File: src/assert_macros.svh
// Assertion macros used by the allocator datapath (hbba_dp).
// They expand to nothing when SYNTHESIS is defined.
`ifndef ASSERT_MACROS_SVH
`define ASSERT_MACROS_SVH
`ifndef SYNTHESIS
`define ASSERT_IMPLY(lbl, clk, rstn, ante, cons) \
    lbl: assert property (@(posedge clk) disable iff (!rstn) (ante) |-> (cons)) \
        else $error("implication check failed");
`define ASSERT_ALWAYS(lbl, clk, rstn, cond) \
    lbl: assert property (@(posedge clk) disable iff (!rstn) (cond)) \
        else $error("invariant check failed");
`else
`define ASSERT_IMPLY(lbl, clk, rstn, ante, cons)
`define ASSERT_ALWAYS(lbl, clk, rstn, cond)
`endif
`endif

File: src/hbba_pkg.sv
// ----------------------------------------------------------------------------
// hbba_pkg
// Types and constants shared by the bitmap block allocator modules.
// ----------------------------------------------------------------------------
package hbba_pkg;

    localparam int WORD_BITS = 64;
    localparam int BLK_W     = 20;
    localparam int CFG_W     = 15;

    typedef enum logic [1:0] {
        REQ_ALLOC = 2'd0,
        REQ_FREE  = 2'd1,
        REQ_QUERY = 2'd2
    } req_t;

    typedef enum logic [1:0] {
        STATUS_OK    = 2'd0,
        STATUS_FULL  = 2'd1,
        STATUS_RANGE = 2'd2
    } status_t;

    typedef enum logic [4:0] {
        ST_CLEAR,
        ST_IDLE,
        ST_DECODE,
        ST_Q_RD,
        ST_Q_LD,
        ST_F_DIV_G,
        ST_F_DIV_T,
        ST_F_RD,
        ST_F_WR,
        ST_A_TOP,
        ST_A_MRD,
        ST_A_MLD,
        ST_A_GSEL,
        ST_A_LBASE,
        ST_A_LCHK,
        ST_A_LLD,
        ST_A_MARK,
        ST_A_GFCHK,
        ST_A_GFLD,
        ST_A_MSET,
        ST_A_TFCHK,
        ST_A_TFLD
    } state_t;

    typedef struct packed {
        logic    capture;
        logic    clr_step;
        logic    rd_blk;
        logic    div_g;
        logic    div_t;
        logic    free_wr;
        logic    top_init;
        logic    top_next;
        logic    top_set;
        logic    mgrp_init;
        logic    rem_calc;
        logic    mid_load;
        logic    mid_next;
        logic    g_pick;
        logic    lbase;
        logic    low_next;
        logic    low_load;
        logic    mark;
        logic    mset;
        logic    tscan_next;
        logic    resp;
        status_t resp_status;
        logic    resp_grant;
        logic    resp_query;
    } dp_cmd_t;

    typedef struct packed {
        logic [1:0] req_type;
        logic       out_of_range;
        logic       clr_last;
        logic       top_end;
        logic       top_bit;
        logic       mid_last;
        logic       avail_zero;
        logic       low_end;
        logic       low_full;
        logic       gf_end;
        logic       mid_end;
        logic       mid_padded_full;
    } dp_status_t;

endpackage

File: src/hbba_ctrl.sv
// ----------------------------------------------------------------------------
// hbba_ctrl
// Controller: sequences the clearing pass and the allocate, free and
// query transactions over the datapath.
// ----------------------------------------------------------------------------
module hbba_ctrl import hbba_pkg::*; (
    input  logic       clk,
    input  logic       rst_n,
    input  logic       start,
    input  dp_status_t stat,
    output dp_cmd_t    cmd,
    output logic       busy
);

    state_t state_reg;
    state_t state_next;

    always_ff @(posedge clk or negedge rst_n)
    begin
        if (!rst_n)
        begin
            state_reg <= ST_CLEAR;
        end
        else
        begin
            state_reg <= state_next;
        end
    end

    assign busy = state_reg != ST_IDLE;

    always_comb
    begin
        state_next = state_reg;
        case (state_reg)
            ST_CLEAR:
            begin
                if (stat.clr_last)
                begin
                    state_next = ST_IDLE;
                end
            end
            ST_IDLE:
            begin
                if (start)
                begin
                    state_next = ST_DECODE;
                end
            end
            ST_DECODE:
            begin
                case (stat.req_type)
                    REQ_ALLOC: state_next = ST_A_TOP;
                    REQ_FREE:  state_next = stat.out_of_range ? ST_IDLE : ST_F_DIV_G;
                    REQ_QUERY: state_next = stat.out_of_range ? ST_IDLE : ST_Q_RD;
                    default:   state_next = ST_IDLE;
                endcase
            end
            ST_Q_RD:    state_next = ST_Q_LD;
            ST_Q_LD:    state_next = ST_IDLE;
            ST_F_DIV_G: state_next = ST_F_DIV_T;
            ST_F_DIV_T: state_next = ST_F_RD;
            ST_F_RD:    state_next = ST_F_WR;
            ST_F_WR:    state_next = ST_IDLE;
            ST_A_TOP:
            begin
                if (stat.top_end)
                begin
                    state_next = ST_IDLE;
                end
                else if (!stat.top_bit)
                begin
                    state_next = ST_A_MRD;
                end
            end
            ST_A_MRD:   state_next = ST_A_MLD;
            ST_A_MLD:   state_next = ST_A_GSEL;
            ST_A_GSEL:
            begin
                if (!stat.avail_zero)
                begin
                    state_next = ST_A_LBASE;
                end
                else if (stat.mid_last)
                begin
                    state_next = ST_A_TOP;
                end
                else
                begin
                    state_next = ST_A_MRD;
                end
            end
            ST_A_LBASE: state_next = ST_A_LCHK;
            ST_A_LCHK:  state_next = stat.low_end ? ST_A_GSEL : ST_A_LLD;
            ST_A_LLD:   state_next = stat.low_full ? ST_A_LCHK : ST_A_MARK;
            ST_A_MARK:  state_next = ST_A_GFCHK;
            ST_A_GFCHK: state_next = stat.gf_end ? ST_A_MSET : ST_A_GFLD;
            ST_A_GFLD:  state_next = stat.low_full ? ST_A_GFCHK : ST_IDLE;
            ST_A_MSET:  state_next = ST_A_TFCHK;
            ST_A_TFCHK: state_next = stat.mid_end ? ST_IDLE : ST_A_TFLD;
            ST_A_TFLD:  state_next = stat.mid_padded_full ? ST_A_TFCHK : ST_IDLE;
            default:    state_next = ST_IDLE;
        endcase
    end

    always_comb
    begin
        cmd = '0;
        cmd.resp_status = STATUS_OK;
        case (state_reg)
            ST_CLEAR:
            begin
                cmd.clr_step = 1'b1;
            end
            ST_IDLE:
            begin
                cmd.capture = start;
            end
            ST_DECODE:
            begin
                case (stat.req_type)
                    REQ_ALLOC:
                    begin
                        cmd.top_init = 1'b1;
                    end
                    REQ_FREE, REQ_QUERY:
                    begin
                        if (stat.out_of_range)
                        begin
                            cmd.resp        = 1'b1;
                            cmd.resp_status = STATUS_RANGE;
                        end
                    end
                    default:
                    begin
                        cmd.resp = 1'b1;
                    end
                endcase
            end
            ST_Q_RD:
            begin
                cmd.rd_blk = 1'b1;
            end
            ST_Q_LD:
            begin
                cmd.resp       = 1'b1;
                cmd.resp_query = 1'b1;
            end
            ST_F_DIV_G:
            begin
                cmd.div_g = 1'b1;
            end
            ST_F_DIV_T:
            begin
                cmd.div_t = 1'b1;
            end
            ST_F_RD:
            begin
                cmd.rd_blk = 1'b1;
            end
            ST_F_WR:
            begin
                cmd.free_wr = 1'b1;
                cmd.resp    = 1'b1;
            end
            ST_A_TOP:
            begin
                if (stat.top_end)
                begin
                    cmd.resp        = 1'b1;
                    cmd.resp_status = STATUS_FULL;
                end
                else if (stat.top_bit)
                begin
                    cmd.top_next = 1'b1;
                end
                else
                begin
                    cmd.mgrp_init = 1'b1;
                end
            end
            ST_A_MRD:
            begin
                cmd.rem_calc = 1'b1;
            end
            ST_A_MLD:
            begin
                cmd.mid_load = 1'b1;
            end
            ST_A_GSEL:
            begin
                if (!stat.avail_zero)
                begin
                    cmd.g_pick = 1'b1;
                end
                else if (stat.mid_last)
                begin
                    cmd.top_next = 1'b1;
                end
                else
                begin
                    cmd.mid_next = 1'b1;
                end
            end
            ST_A_LBASE:
            begin
                cmd.lbase = 1'b1;
            end
            ST_A_LLD:
            begin
                if (stat.low_full)
                begin
                    cmd.low_next = 1'b1;
                end
                else
                begin
                    cmd.low_load = 1'b1;
                end
            end
            ST_A_MARK:
            begin
                // Write the claimed bit and rewind to the group's first word.
                cmd.mark  = 1'b1;
                cmd.lbase = 1'b1;
            end
            ST_A_GFLD:
            begin
                if (stat.low_full)
                begin
                    cmd.low_next = 1'b1;
                end
                else
                begin
                    cmd.resp       = 1'b1;
                    cmd.resp_grant = 1'b1;
                end
            end
            ST_A_MSET:
            begin
                cmd.mset = 1'b1;
            end
            ST_A_TFCHK:
            begin
                if (stat.mid_end)
                begin
                    cmd.top_set    = 1'b1;
                    cmd.resp       = 1'b1;
                    cmd.resp_grant = 1'b1;
                end
            end
            ST_A_TFLD:
            begin
                if (stat.mid_padded_full)
                begin
                    cmd.tscan_next = 1'b1;
                end
                else
                begin
                    cmd.resp       = 1'b1;
                    cmd.resp_grant = 1'b1;
                end
            end
            default:
            begin
                cmd.resp_status = STATUS_OK;
            end
        endcase
    end

endmodule

File: config.mk
export PLATFORM = sky130hd
export DESIGN_NAME = hbba_ctrl
export DESIGN_NICKNAME = d
export VERILOG_FILES = /design/src/assert_macros.svh /design/src/hbba_pkg.sv /design/src/hbba_ctrl.sv
export SDC_FILE = /design/constraint.sdc
export NUM_CORES = 1
export LEC_CHECK = 0
export BUFFER_PORTS_ARGS = -buffer_cell sky130_fd_sc_hd__buf_2
export CAP_MARGIN = 10
export CORE_MARGIN = 2
export CORE_UTILIZATION = 30
export DETAILED_ROUTE_END_ITERATION = 10
export PLACE_DENSITY = 0.57
export SLEW_MARGIN = 20
export SYNTH_ARGS = -nofsm -noshare
export SYNTH_HDL_FRONTEND = slang
export SYNTH_SLANG_ARGS = --single-unit
File: constraint.sdc
create_clock -name clk -period 3.5 [get_ports clk]
set_input_delay 1.05 -clock clk [delete_from_list [all_inputs] [get_ports clk]]
set_output_delay 1.05 -clock clk [all_outputs]
set_load 0.01 [all_outputs]
==> flow_summary.json <==
{
  "die_area_um2": 3400,
  "fin_crit_sh_pct": 97.7,
  "grt_max_degree": 18,
  "reg2regPathDepth": 6,
  "pwr-share-seq_pct": 22.4,
  "synth_top_family_by_area": "simple AND/OR/NAND/NOR gates",
  "yosys.area_share.simple_pct": 45.2,
  "clkSinkCount": 5,
  "grt_pass1_vias": 1043,
  "critPathCapture": "cmd[4]",
  "total_leakage_power_nw": 0.611,
  "synthMuxAreaShare_pct": 1.13,
  "switching_share_pct": 52.4,
  "synth_compound_area_share_pct": 25.6,
  "path_cells": "buf_2 -> inv_2 -> ha_4 -> nand2_2 -> o21ai_1 -> a211oi_2 -> nor4_1 -> or3_1 -> buf_2",
  "synth_ff_type": "dfrtp_1",
  "final_util_pct": 42.3,
  "synth_common_cells": "nor2_1 (15), nand2_1 (12), nor3_1 (10)",
  "cp.depth": 9,
  "synth-xor-area-share_pct": 0,
  "setup_slack_ns": 0.0821,
  "critPathMaxStageDelay_ns": 0.35,
  "finalHoldViolCount": 0,
  "drt_first_iter_violations": 31,
  "diodes": 0,
  "hold_ws_ns": 0.615,
  "setup_violations": 0,
  "layout-drive-gt1-share_pct": 35.3,
  "drv_slew": 0,
  "met1_usage_pct": 23.6,
  "syn_area_um2": 886,
  "ant_nets": 0,
  "ioPinCount": 42,
  "drv_cap": 0,
  "path_class": "in2out",
  "synth-seq-cells": 5,
  "tightest_slew_ns": 0.570,
  "seq_area_um2": 125,
  "rr_endpoint": "state_reg[0]$_DFFE_PN0P_",
  "busiest_layer": "met2",
  "skew_ns": 0.00250,
  "synth.avg_cell_area_um2": 6.81,
  "path_max_fanout": 2,
  "critical_path.endpoint_type": "primary output",
  "wl_um": 3030,
  "period_minus_slack_ns": 3.42,
  "dp.cells": 200,
  "area_delta_synth_final_pct": 32.9,
  "power_frac_clock_pct": 10.6,
  "post_cts_buffers": 0,
  "hp-class": "in2async",
  "reg2reg_from": "state_reg[4]$_DFFE_PN0P_",
  "synthAdderAreaFrac_pct": 5.65,
  "dieHeight_um": 58.3,
  "cpMostUsedCell": "buf_2",
  "crit_family": "simple AND/OR/NAND/NOR gates",
  "peakVddDrop_uv": 362,
  "num_vias": 1138,
  "portBuffers": 41,
  "ys_warn_count": 0,
  "track_usage_pct": 18.1,
  "overflow": 0,
  "clock_latency_ns": 0.24,
  "synth_edf_count": 0,
  "cp-start-kind": "input port",
  "yosysSeqAreaShare_pct": 14.1,
  "yosysTopAreaCell": "dfrtp_1",
  "dr.pass1.iters": 4,
  "status": "complete, no violations",
  "reg2reg_setup_slack_ns": 1.61,
  "vias_per_cell": 5.58,
  "fillers": 294,
  "start_util_pct": 31.8,
  "preCtsSetupSlack_ns": -0.0578,
  "synthTopCellsByArea": "dfrtp_1 (14%), nor2_1 (6.4%), ha_1 (5.6%)",
  "synthArstFlopShare_pct": 100,
  "grt_pass1_wl_um": 4820,
  "grt_antenna_before_repair": 0,
  "multi_input_comb_area_um2": 707,
  "largest_reg_flops": 5,
  "p_int_mw": 0.295,
  "startpoint": "stat[12]",
  "hpwl_um": 2330,
  "dpl_cell_area_um2": 1130,
  "cp_num_buf_inv": 3,
  "cts_tree": "yes",
  "h-tree-depth": 1,
  "stdcell_count": 204,
  "core_um2": 2780,
  "relSlewSlack_pct": 61.7,
  "report.power.total_mw": 0.620,
  "final_area_um2": 1180,
  "gp_congestion": 0.899,
  "wl_per_cell_um": 14.8,
  "synth.most_common_cell": "nor2_1",
  "cts_max_path_buffers": 2,
  "drc": 0,
  "p_comb_share_pct": 67.0,
  "net-switching-power_mw": 0.325,
  "crit_required_ns": 2.45,
  "critPathSlowestCell": "or3_1",
  "num_rows": 19,
  "use_met3_pct": 3.30,
  "nets": 194,
  "clk_pin_slew_ns": 0.04,
  "cts_made_buffers": 3,
  "synth_cell_types": 42,
  "cts-root-buf": "clkbuf_4",
  "tns_ns": 0,
  "synthesis.nets": 150,
  "netlist_instances": 130,
  "powerDensity_nw_per_um2": 527,
  "die-width_um": 58.3,
  "arrival_ns": 2.37,
  "max_freq_mhz": 293,
  "met2_usage_pct": 29.1,
  "synth_top_area_share_pct": 14.1
}
power by group through the flow:
stage | clock, mW | sequential (mW) | combinational, mW
global placement | 0 | 0.137 | 0.405
detailed placement | 0 | 0.136 | 0.404
CTS | 0.0681 | 0.136 | 0.410
floorplan | 0 | 0.0927 | 0.326
finish | 0.0658 | 0.139 | 0.415
global route | 0.0733 | 0.142 | 0.459
logic make-up after synthesis:
| group | count (synthesis) |
|---|---|
| multiplexers | 1 |
| adder cells (fa/ha/maj) | 4 |
| flip-flops | 5 |
| AO/OA/AOI/OAI | 32 |
| buffers and inverters | 15 |
| AND/OR/NAND/NOR | 73 |
cells in the final DEF (no fill, tap or decap), drive strengths merged, types with 2 or more instances in the layout:
master	count
o21ai	4
nand2	13
a21oi	8
nand3b	2
nor2b	8
a211oi	2
nand3	2
o21a	2
ha	4
nor3	11
buf	48
dfrtp	5
or3	4
and2	2
nor4	3
inv	6
clkbuf	4
o221ai	2
nand2b	4
o32ai	2
a31oi	4
and3	4
a21o	2
nor2	15
metal layers:
metal / wire (um) / vias to the layer above / share of wire (%)
met1: 1240 / 510 / 41
met3: 204 / 10 / 6.7
li1: - / 558 / -
met4: 79 / 0 / 2.6
met5: 0 / - / 0
met2: 1500 / 60 / 50
layout make-up:
cell class,count,share of cell area [%]
sequential,5,10.6
inverter,6,1.91
timing repair buffer,48,21.9
clock buffer,4,2.23
tap,31,3.29
multi-input combinational,110,60.0
repair_timing:
item / in CTS / in global routing
resized for setup: 2 / 4
pin swaps: 4 / 2
hold buffers: 0 / 0
endpoints found under the setup margin: 1 / 1
how the worst min path moves through the flow:
stage / startpoint / to / slack [ns]
6_report: rst_n / state_reg[4]$_DFFE_PN0P_ / 0.61
5_1_grt: rst_n / state_reg[1]$_DFFE_PN0P_ / 0.61
4_1_cts: rst_n / state_reg[4]$_DFFE_PN0P_ / 0.61
3_5_place_dp: state_reg[0]$_DFFE_PN0P_ / state_reg[1]$_DFFE_PN0P_ / 0.80
3_3_place_gp: state_reg[0]$_DFFE_PN0P_ / state_reg[1]$_DFFE_PN0P_ / 0.81
2_1_floorplan: state_reg[0]$_DFFE_PN0P_ / state_reg[1]$_DFFE_PN0P_ / 0.73
(Power assumes the default switching activity.)
